**src/hdl/utf8_stream_decoder_assert.svh**
```systemverilog
// Assertion macros shared by the decoder RTL.
// Both macros expect i_clk and i_rst_n in the scope where they are used.
`ifndef UTF8_STREAM_DECODER_ASSERT_SVH
`define UTF8_STREAM_DECODER_ASSERT_SVH

// The consequent must hold in the same cycle as the antecedent.
`define U8SD_ASSERT_SAME(lbl, ante, cons, msg) \
    lbl: assert property (@(posedge i_clk) disable iff (!i_rst_n) (ante) |-> (cons)) \
        else $error(msg);

// The consequent must hold in the cycle after the antecedent.
`define U8SD_ASSERT_NEXT(lbl, ante, cons, msg) \
    lbl: assert property (@(posedge i_clk) disable iff (!i_rst_n) (ante) |=> (cons)) \
        else $error(msg);

`endif

```
**src/hdl/u8sd_pkg.sv**
```systemverilog
package u8sd_pkg;

    // Result status codes.
    localparam logic [1:0] ST_OK       = 2'd0;
    localparam logic [1:0] ST_REPLACED = 2'd1;
    localparam logic [1:0] ST_ERROR    = 2'd2;

    // Input action codes.
    localparam logic ACT_DATA  = 1'b0;
    localparam logic ACT_FLUSH = 1'b1;

    // Register indexes on the configuration port.
    localparam logic REG_STRICT_MODE = 1'b0;

    localparam logic [15:0] CP_REPLACEMENT = 16'hFFFD;
    localparam logic [7:0]  ASCII_MAX      = 8'h7F;
    localparam logic [7:0]  LEAD2_MIN      = 8'hC2;
    localparam logic [7:0]  LEAD3_MIN      = 8'hE0;
    localparam logic [7:0]  LEAD4_MIN      = 8'hF0;
    localparam logic [7:0]  E0_SECOND_MIN  = 8'hA0;

    localparam logic [1:0] HELD_NONE = 2'd0;
    localparam logic [1:0] HELD_ONE  = 2'd1;
    localparam logic [1:0] HELD_TWO  = 2'd2;

    typedef struct packed {
        logic [1:0] held;
        logic [7:0] lead;
        logic [7:0] second;
    } t_dec_state;

    typedef struct packed {
        logic        emit;
        logic [15:0] code_point;
        logic [1:0]  status;
        logic [1:0]  held_bytes;
    } t_dec_result;

    function automatic logic is_cont(input logic [7:0] b);
        return b[7:6] == 2'b10;
    endfunction

endpackage

```
**src/hdl/u8sd_decode.sv**
```systemverilog
module u8sd_decode (
    input  u8sd_pkg::t_dec_state  i_state,
    input  logic                  i_strict,
    input  logic                  i_action,
    input  logic [7:0]            i_data_byte,
    output u8sd_pkg::t_dec_state  o_next,
    output u8sd_pkg::t_dec_result o_result
);

    logic        emit;
    logic        err;
    logic [15:0] ok_cp;
    logic        bad3;

    // A three-byte sequence is checked as a whole when its last byte arrives.
    assign bad3 = !u8sd_pkg::is_cont(i_state.second) || !u8sd_pkg::is_cont(i_data_byte)
                  || (i_state.lead == u8sd_pkg::LEAD3_MIN
                      && i_state.second < u8sd_pkg::E0_SECOND_MIN);

    always_comb begin
        o_next = i_state;
        emit   = 1'b0;
        err    = 1'b0;
        ok_cp  = 16'h0000;
        if (i_action == u8sd_pkg::ACT_FLUSH) begin
            if (i_state.held != u8sd_pkg::HELD_NONE) begin
                o_next.held = u8sd_pkg::HELD_NONE;
                emit        = 1'b1;
                err         = 1'b1;
            end
        end else begin
            unique case (i_state.held)
                u8sd_pkg::HELD_NONE: begin
                    if (i_data_byte <= u8sd_pkg::ASCII_MAX) begin
                        emit  = 1'b1;
                        ok_cp = {8'h00, i_data_byte};
                    end else if (i_data_byte < u8sd_pkg::LEAD2_MIN
                                 || i_data_byte >= u8sd_pkg::LEAD4_MIN) begin
                        emit = 1'b1;
                        err  = 1'b1;
                    end else begin
                        o_next.lead = i_data_byte;
                        o_next.held = u8sd_pkg::HELD_ONE;
                    end
                end
                u8sd_pkg::HELD_ONE: begin
                    if (i_state.lead < u8sd_pkg::LEAD3_MIN) begin
                        o_next.held = u8sd_pkg::HELD_NONE;
                        emit        = 1'b1;
                        err         = !u8sd_pkg::is_cont(i_data_byte);
                        ok_cp       = {5'b00000, i_state.lead[4:0], i_data_byte[5:0]};
                    end else begin
                        o_next.second = i_data_byte;
                        o_next.held   = u8sd_pkg::HELD_TWO;
                    end
                end
                default: begin
                    o_next.held = u8sd_pkg::HELD_NONE;
                    emit        = 1'b1;
                    err         = bad3;
                    ok_cp       = {i_state.lead[3:0], i_state.second[5:0], i_data_byte[5:0]};
                end
            endcase
        end

        o_result.emit       = emit;
        o_result.held_bytes = o_next.held;
        if (!err) begin
            o_result.code_point = ok_cp;
            o_result.status     = u8sd_pkg::ST_OK;
        end else if (i_strict) begin
            o_result.code_point = 16'h0000;
            o_result.status     = u8sd_pkg::ST_ERROR;
        end else begin
            o_result.code_point = u8sd_pkg::CP_REPLACEMENT;
            o_result.status     = u8sd_pkg::ST_REPLACED;
        end
    end

endmodule

```
**src/hdl/utf8_stream_decoder.sv**
```systemverilog
// UTF-8 to 16-bit code point decoder. One byte word per clock cycle is taken on the
// slave side while m_axis_tready stays high, and at most one code point word per
// byte leaves on the master side: the byte sits in an input register, one
// pass of decode logic against the held sequence bytes updates the state, and the
// result lands in an output register. Rate is set by that single decode pass, so
// the block sustains one byte per cycle while the master side keeps tready high;
// s_axis_tready follows m_axis_tready combinationally through the input stage.
// strict_mode (byte address 0, bit 0, reset 1) selects between an error status
// and U+FFFD replacement, and must only be written while the block is idle.
`include "utf8_stream_decoder_assert.svh"

module utf8_stream_decoder (
    input  logic        i_clk,
    input  logic        i_rst_n,
    // Byte input.
    input  logic        s_axis_tvalid,
    output logic        s_axis_tready,
    input  logic [7:0]  s_axis_tdata,   // [7:0] data_byte
    input  logic [0:0]  s_axis_tuser,   // [0] action
    // Code point output.
    output logic        m_axis_tvalid,
    input  logic        m_axis_tready,
    output logic [23:0] m_axis_tdata,   // [15:0] code_point, [17:16] held_bytes, rest zero
    output logic [1:0]  m_axis_tuser,   // [1:0] status
    // Configuration.
    input  logic        psel,
    input  logic        penable,
    input  logic        pwrite,
    input  logic [2:0]  paddr,
    input  logic [31:0] pwdata,
    output logic [31:0] prdata,
    output logic        pready
);

    logic                  r_in_valid;
    logic                  r_in_action;
    logic [7:0]            r_in_byte;
    logic                  r_out_valid;
    logic [15:0]           r_out_cp;
    logic [1:0]            r_out_status;
    logic [1:0]            r_out_held;
    logic                  r_strict;
    u8sd_pkg::t_dec_state  r_state;
    u8sd_pkg::t_dec_state  n_state;
    u8sd_pkg::t_dec_result dec_res;
    logic                  advance;
    logic                  cfg_write;

    assign advance       = r_in_valid && (!r_out_valid || m_axis_tready);
    assign s_axis_tready = !r_in_valid || advance;

    assign pready    = 1'b1;
    assign cfg_write = psel && penable && pwrite && (paddr[2] == u8sd_pkg::REG_STRICT_MODE);
    assign prdata    = (paddr[2] == u8sd_pkg::REG_STRICT_MODE) ? {31'd0, r_strict} : 32'd0;

    u8sd_decode u_decode (
        .i_state     (r_state),
        .i_strict    (r_strict),
        .i_action    (r_in_action),
        .i_data_byte (r_in_byte),
        .o_next      (n_state),
        .o_result    (dec_res)
    );

    always_ff @(posedge i_clk) begin
        if (!i_rst_n) begin
            r_strict <= 1'b1;
        end else if (cfg_write) begin
            r_strict <= pwdata[0];
        end
    end

    always_ff @(posedge i_clk) begin
        if (!i_rst_n) begin
            r_in_valid <= 1'b0;
        end else if (s_axis_tready) begin
            r_in_valid <= s_axis_tvalid;
        end
    end

    always_ff @(posedge i_clk) begin
        if (s_axis_tready && s_axis_tvalid) begin
            r_in_action <= s_axis_tuser[0];
            r_in_byte   <= s_axis_tdata;
        end
    end

    always_ff @(posedge i_clk) begin
        if (!i_rst_n) begin
            r_state <= '0;
        end else if (advance) begin
            r_state <= n_state;
        end
    end

    always_ff @(posedge i_clk) begin
        if (!i_rst_n) begin
            r_out_valid <= 1'b0;
        end else if (advance) begin
            r_out_valid <= dec_res.emit;
        end else if (m_axis_tready) begin
            r_out_valid <= 1'b0;
        end
    end

    always_ff @(posedge i_clk) begin
        if (advance && dec_res.emit) begin
            r_out_cp     <= dec_res.code_point;
            r_out_status <= dec_res.status;
            r_out_held   <= dec_res.held_bytes;
        end
    end

    assign m_axis_tvalid = r_out_valid;
    assign m_axis_tdata  = {6'd0, r_out_held, r_out_cp};
    assign m_axis_tuser  = r_out_status;

    // Every result closes or discards a sequence, so none leaves bytes held.
    `U8SD_ASSERT_SAME(a_result_holds_nothing, r_out_valid,
        r_out_held == u8sd_pkg::HELD_NONE, "result reports held bytes")
    `U8SD_ASSERT_SAME(a_strict_no_replace, r_out_valid && r_strict,
        r_out_status != u8sd_pkg::ST_REPLACED, "replacement in strict mode")
    `U8SD_ASSERT_SAME(a_held_in_range, 1'b1, r_state.held != 2'd3,
        "held count out of range")
    `U8SD_ASSERT_NEXT(a_flush_clears, advance && r_in_action == u8sd_pkg::ACT_FLUSH,
        r_state.held == u8sd_pkg::HELD_NONE, "flush left bytes held")

endmodule
```
**config.mk**
```make
export PLATFORM = sky130hd
export DESIGN_NAME = utf8_stream_decoder
export DESIGN_NICKNAME = d
export VERILOG_FILES = /design/src/hdl/u8sd_pkg.sv /design/src/hdl/u8sd_decode.sv /design/src/hdl/utf8_stream_decoder.sv
export VERILOG_INCLUDE_DIRS = /design/src /design/src/hdl
export SDC_FILE = /design/constraint.sdc
export NUM_CORES = 1
export LEC_CHECK = 0
export BUFFER_PORTS_ARGS = -buffer_cell sky130_fd_sc_hd__buf_4
export CAP_MARGIN = 20
export CELL_PAD_IN_SITES_DETAIL_PLACEMENT = 1
export CELL_PAD_IN_SITES_GLOBAL_PLACEMENT = 2
export CORE_MARGIN = 2
export CORE_UTILIZATION = 28
export DETAILED_ROUTE_END_ITERATION = 10
export PLACE_DENSITY = 0.79
export SYNTH_ARGS = -nofsm -noshare
export SYNTH_HDL_FRONTEND = slang
export SYNTH_SLANG_ARGS = --single-unit
export TNS_END_PERCENT = 20
```
**constraint.sdc**
```tcl
create_clock -name i_clk -period 4.2 [get_ports i_clk]
set_clock_uncertainty 0.05 [all_clocks]
set_input_delay 0.84 -clock i_clk [delete_from_list [all_inputs] [get_ports i_clk]]
set_output_delay 0.84 -clock i_clk [all_outputs]
set_load 0.05 [all_outputs]
```
==> results_dict.tcl <==
set metrics [dict create \
    core_area_sq_um 8220 \
    crit_start "r_in_byte[2]" \
    ant_nets 0 \
    area_growth_pct 14.3 \
    vias 1474 \
    critPathCaptureType "flop" \
    finalMaxSlewViolations 0 \
    drive_above_1_share_pct 22.4 \
    root_buffer "clkbuf_8" \
    hold_ws_ps 443 \
    worst-slew-pin-transition_ps 930 \
    rsz0062_at_grt "no" \
    dp_hpwl_mm 3.48 \
    critPathKind "reg -> reg" \
    ctsHoldBuffers 0 \
    cts_tree "done" \
    worst_path_largest_cell_delay_ps 770 \
    powerDensity_nw_per_um2 362 \
    clk_pin_slew_ps 90 \
    drt_pass1_iterations 4 \
    synth.avg_cell_area_sq_um 11.7 \
    die_w_microns 96.0 \
    power_frac_comb_pct 16.2 \
    vdd_drop_max_v 0.000147 \
    avgRoutedWirePerCell_microns 13.7 \
    grt_overflow_total 0 \
    cts_setup_buffers 0 \
    routed_wl_mm 4.74 \
    outcome "completed" \
    period_share_pct 68.5 \
    postLayoutCoreUtil_pct 32.9 \
    fp-row-count 33 \
    r2r-end "r_out_cp[6]" \
    setup_viol_count_final 0 \
    p_clk_share_pct 28.4 \
    synthArstFlopShare_pct 0 \
    synth_flop_cell "edfxtp_1" \
    yosysWarnings 0 \
    viasPerCell 4.26 \
    cap_violations 0 \
    dp_slack_ps 1320 \
    critPathRequiredTime_ps 4160 \
    crit_chain "or4_1 -> o2111ai_2 -> nand2b_1 -> a211oi_2 -> buf_4" \
    cts_sinks 50 \
    arrival_ps 2840 \
    worst_slack_ps 1320 \
    start_util_pct 28.8 \
    antenna_found_initial 0 \
    setup_tns_ps 0 \
    p_leak_nw 1.10 \
    final_area_sq_um 2710 \
    reg2reg_depth 5 \
    cts_buffers 5 \
    pwr-share-seq_pct 55.4 \
    clockBufferDepth 2 \
    antenna_cells 0 \
    cp-start-kind "flop" \
    cts_resized 0 \
    grt_use_total_pct 10.9 \
    dieArea_sq_um 9210 \
    seq_area_frac_synth_pct 54.5 \
    die_h_microns 96.0 \
    max_freq_mhz 348 \
    regToRegStartpoint "r_in_byte[2]" \
    synth-edff-count 29 \
    switching_share_pct 30.3 \
    synth_cells 202 \
    endpoint "r_out_cp[6]" \
    grt_max_degree 22 \
    hold_viol_final 0 \
    max_slew_margin_pct 37.9 \
    worst_path_max_delay_cell "a211oi_2" \
    place.gp.congestion 0.780 \
    synth_cell_type_count 38 \
    p_switching_uw 296 \
    place_area_sq_um 2620 \
    synth_seq_cells 50 \
    io_pins 112 \
    drtIter0Drc 70 \
    grt_pass1_vias 1457 \
    drc 0 \
    nNetsFinal 291 \
    hp-class "reg -> reg" \
    h-tree-depth 2 \
    clk_latency_ps 310 \
    synth_area_sq_um 2370 \
    post-route-min-period_ps 2880 \
    r2r_slack_ps 1320 \
    port_buffers 40 \
    cp_max_fo 12 \
    grt_pass1_wl_mm 7.44 \
    power.internal_uw 683 \
]
## how the worst min path moves through the flow
stage,startpoint,endpoint,slack [ps],cells past startpoint
floorplan,r_state[14],r_state[14],410,1
global placement,r_state[14],r_state[14],410,1
detailed placement,r_state[15],r_state[15],420,1
CTS,r_state[15],r_state[15],450,1
global route,r_state[14],r_state[14],470,1
finish,r_state[15],r_state[15],440,1
## synth_stat cells, drive strengths merged (4+ instances only)
library cell | count | area (sq um)
buf | 42 | 314
edfxtp | 29 | 871
dfxtp | 21 | 420
nor2b | 17 | 106
mux2i | 15 | 150
a21oi | 9 | 45.0
nand2 | 7 | 26.3
a21o | 5 | 37.5
a31o | 5 | 43.8
nor2 | 5 | 18.8
a21boi | 4 | 30.0
a22oi | 4 | 30.0
clkbuf | 4 | 15.0
nand3 | 4 | 20.0
## cell families (layout without fill, tap and decap cells)
kind of cell	Yosys count	count (layout)	synth area share, %
simple gates	51	51	13.3
flops	50	50	54.5
buf+inv	48	51	14.2
compound gates	36	36	11.3
mux	15	15	6.34
other cells	2	38	0.317
## layer usage
metal | track usage, % | part of all wire (%) | vias to the layer above
li1 | - | - | 720
met1 | 12.8 | 42 | 701
met2 | 19.0 | 52 | 46
met3 | 2.35 | 4.7 | 7
met4 | 5.12 | 2.0 | 0
met5 | 0 | 0 | -
## layout by cell type (no fill, tap or decap), types with 2 or more instances in the layout
master	n
nand2b_1	3
edfxtp_1	29
o21a_1	2
a21boi_1	4
nor2b_1	17
mux2i_1	15
dfxtp_1	21
a21oi_1	9
and2_1	3
buf_4	41
nand2_1	7
nor2_1	5
inv_1	2
nor4b_1	2
a31o_1	5
clkinvlp_4	2
conb_1	38
nor3_1	2
a21o_1	5
nand3_1	4
clkbuf_8	5
a22oi_1	4
## critical path: cells and delay by family (launching register included)
family,cells,cell delay (ps)
AOI/OAI and AO/OA,2,990
buffers and inverters,1,330
DFF,1,470
and+or+nand+nor,2,740
## cell type report
cell class                 count  area (sq um)
clock buffer                   6          72.6
clock inverter                 2          15.0
fill                         914          5510
inverter                       2          7.51
multi-input combinational    140           880
sequential                    50          1290
tap                          105           131
timing repair buffer          41           308
## registers in the layout, indices dropped and copies added, names as in the netlist
name	count
r_out_cp	16
r_in_action	1
r_strict	1
r_in_byte	8
m_axis_tuser	2
r_out_held	2
r_in_valid	1
r_state	18
m_axis_tvalid	1
## power by group through the flow
stage	sequential, mW	clock [mW]	combinational (mW)
finish	0.543	0.278	0.159
detailed placement	0.554	0	0.159
global placement	0.554	0	0.157
global route	0.545	0.311	0.168
floorplan	0.572	0	0.135
CTS	0.543	0.291	0.159
## metrics by stage
| stage | power, mW | std cells |
|---|---|---|
| final | 0.979 | 346 |
| after global routing | 1.02 | 346 |
| after CTS | 0.993 | 346 |
| after detailed placement | 0.714 | 338 |
| after global placement | 0.712 | 338 |
| after floorplan | 0.707 | 238 |
(Power assumes the default switching activity.)
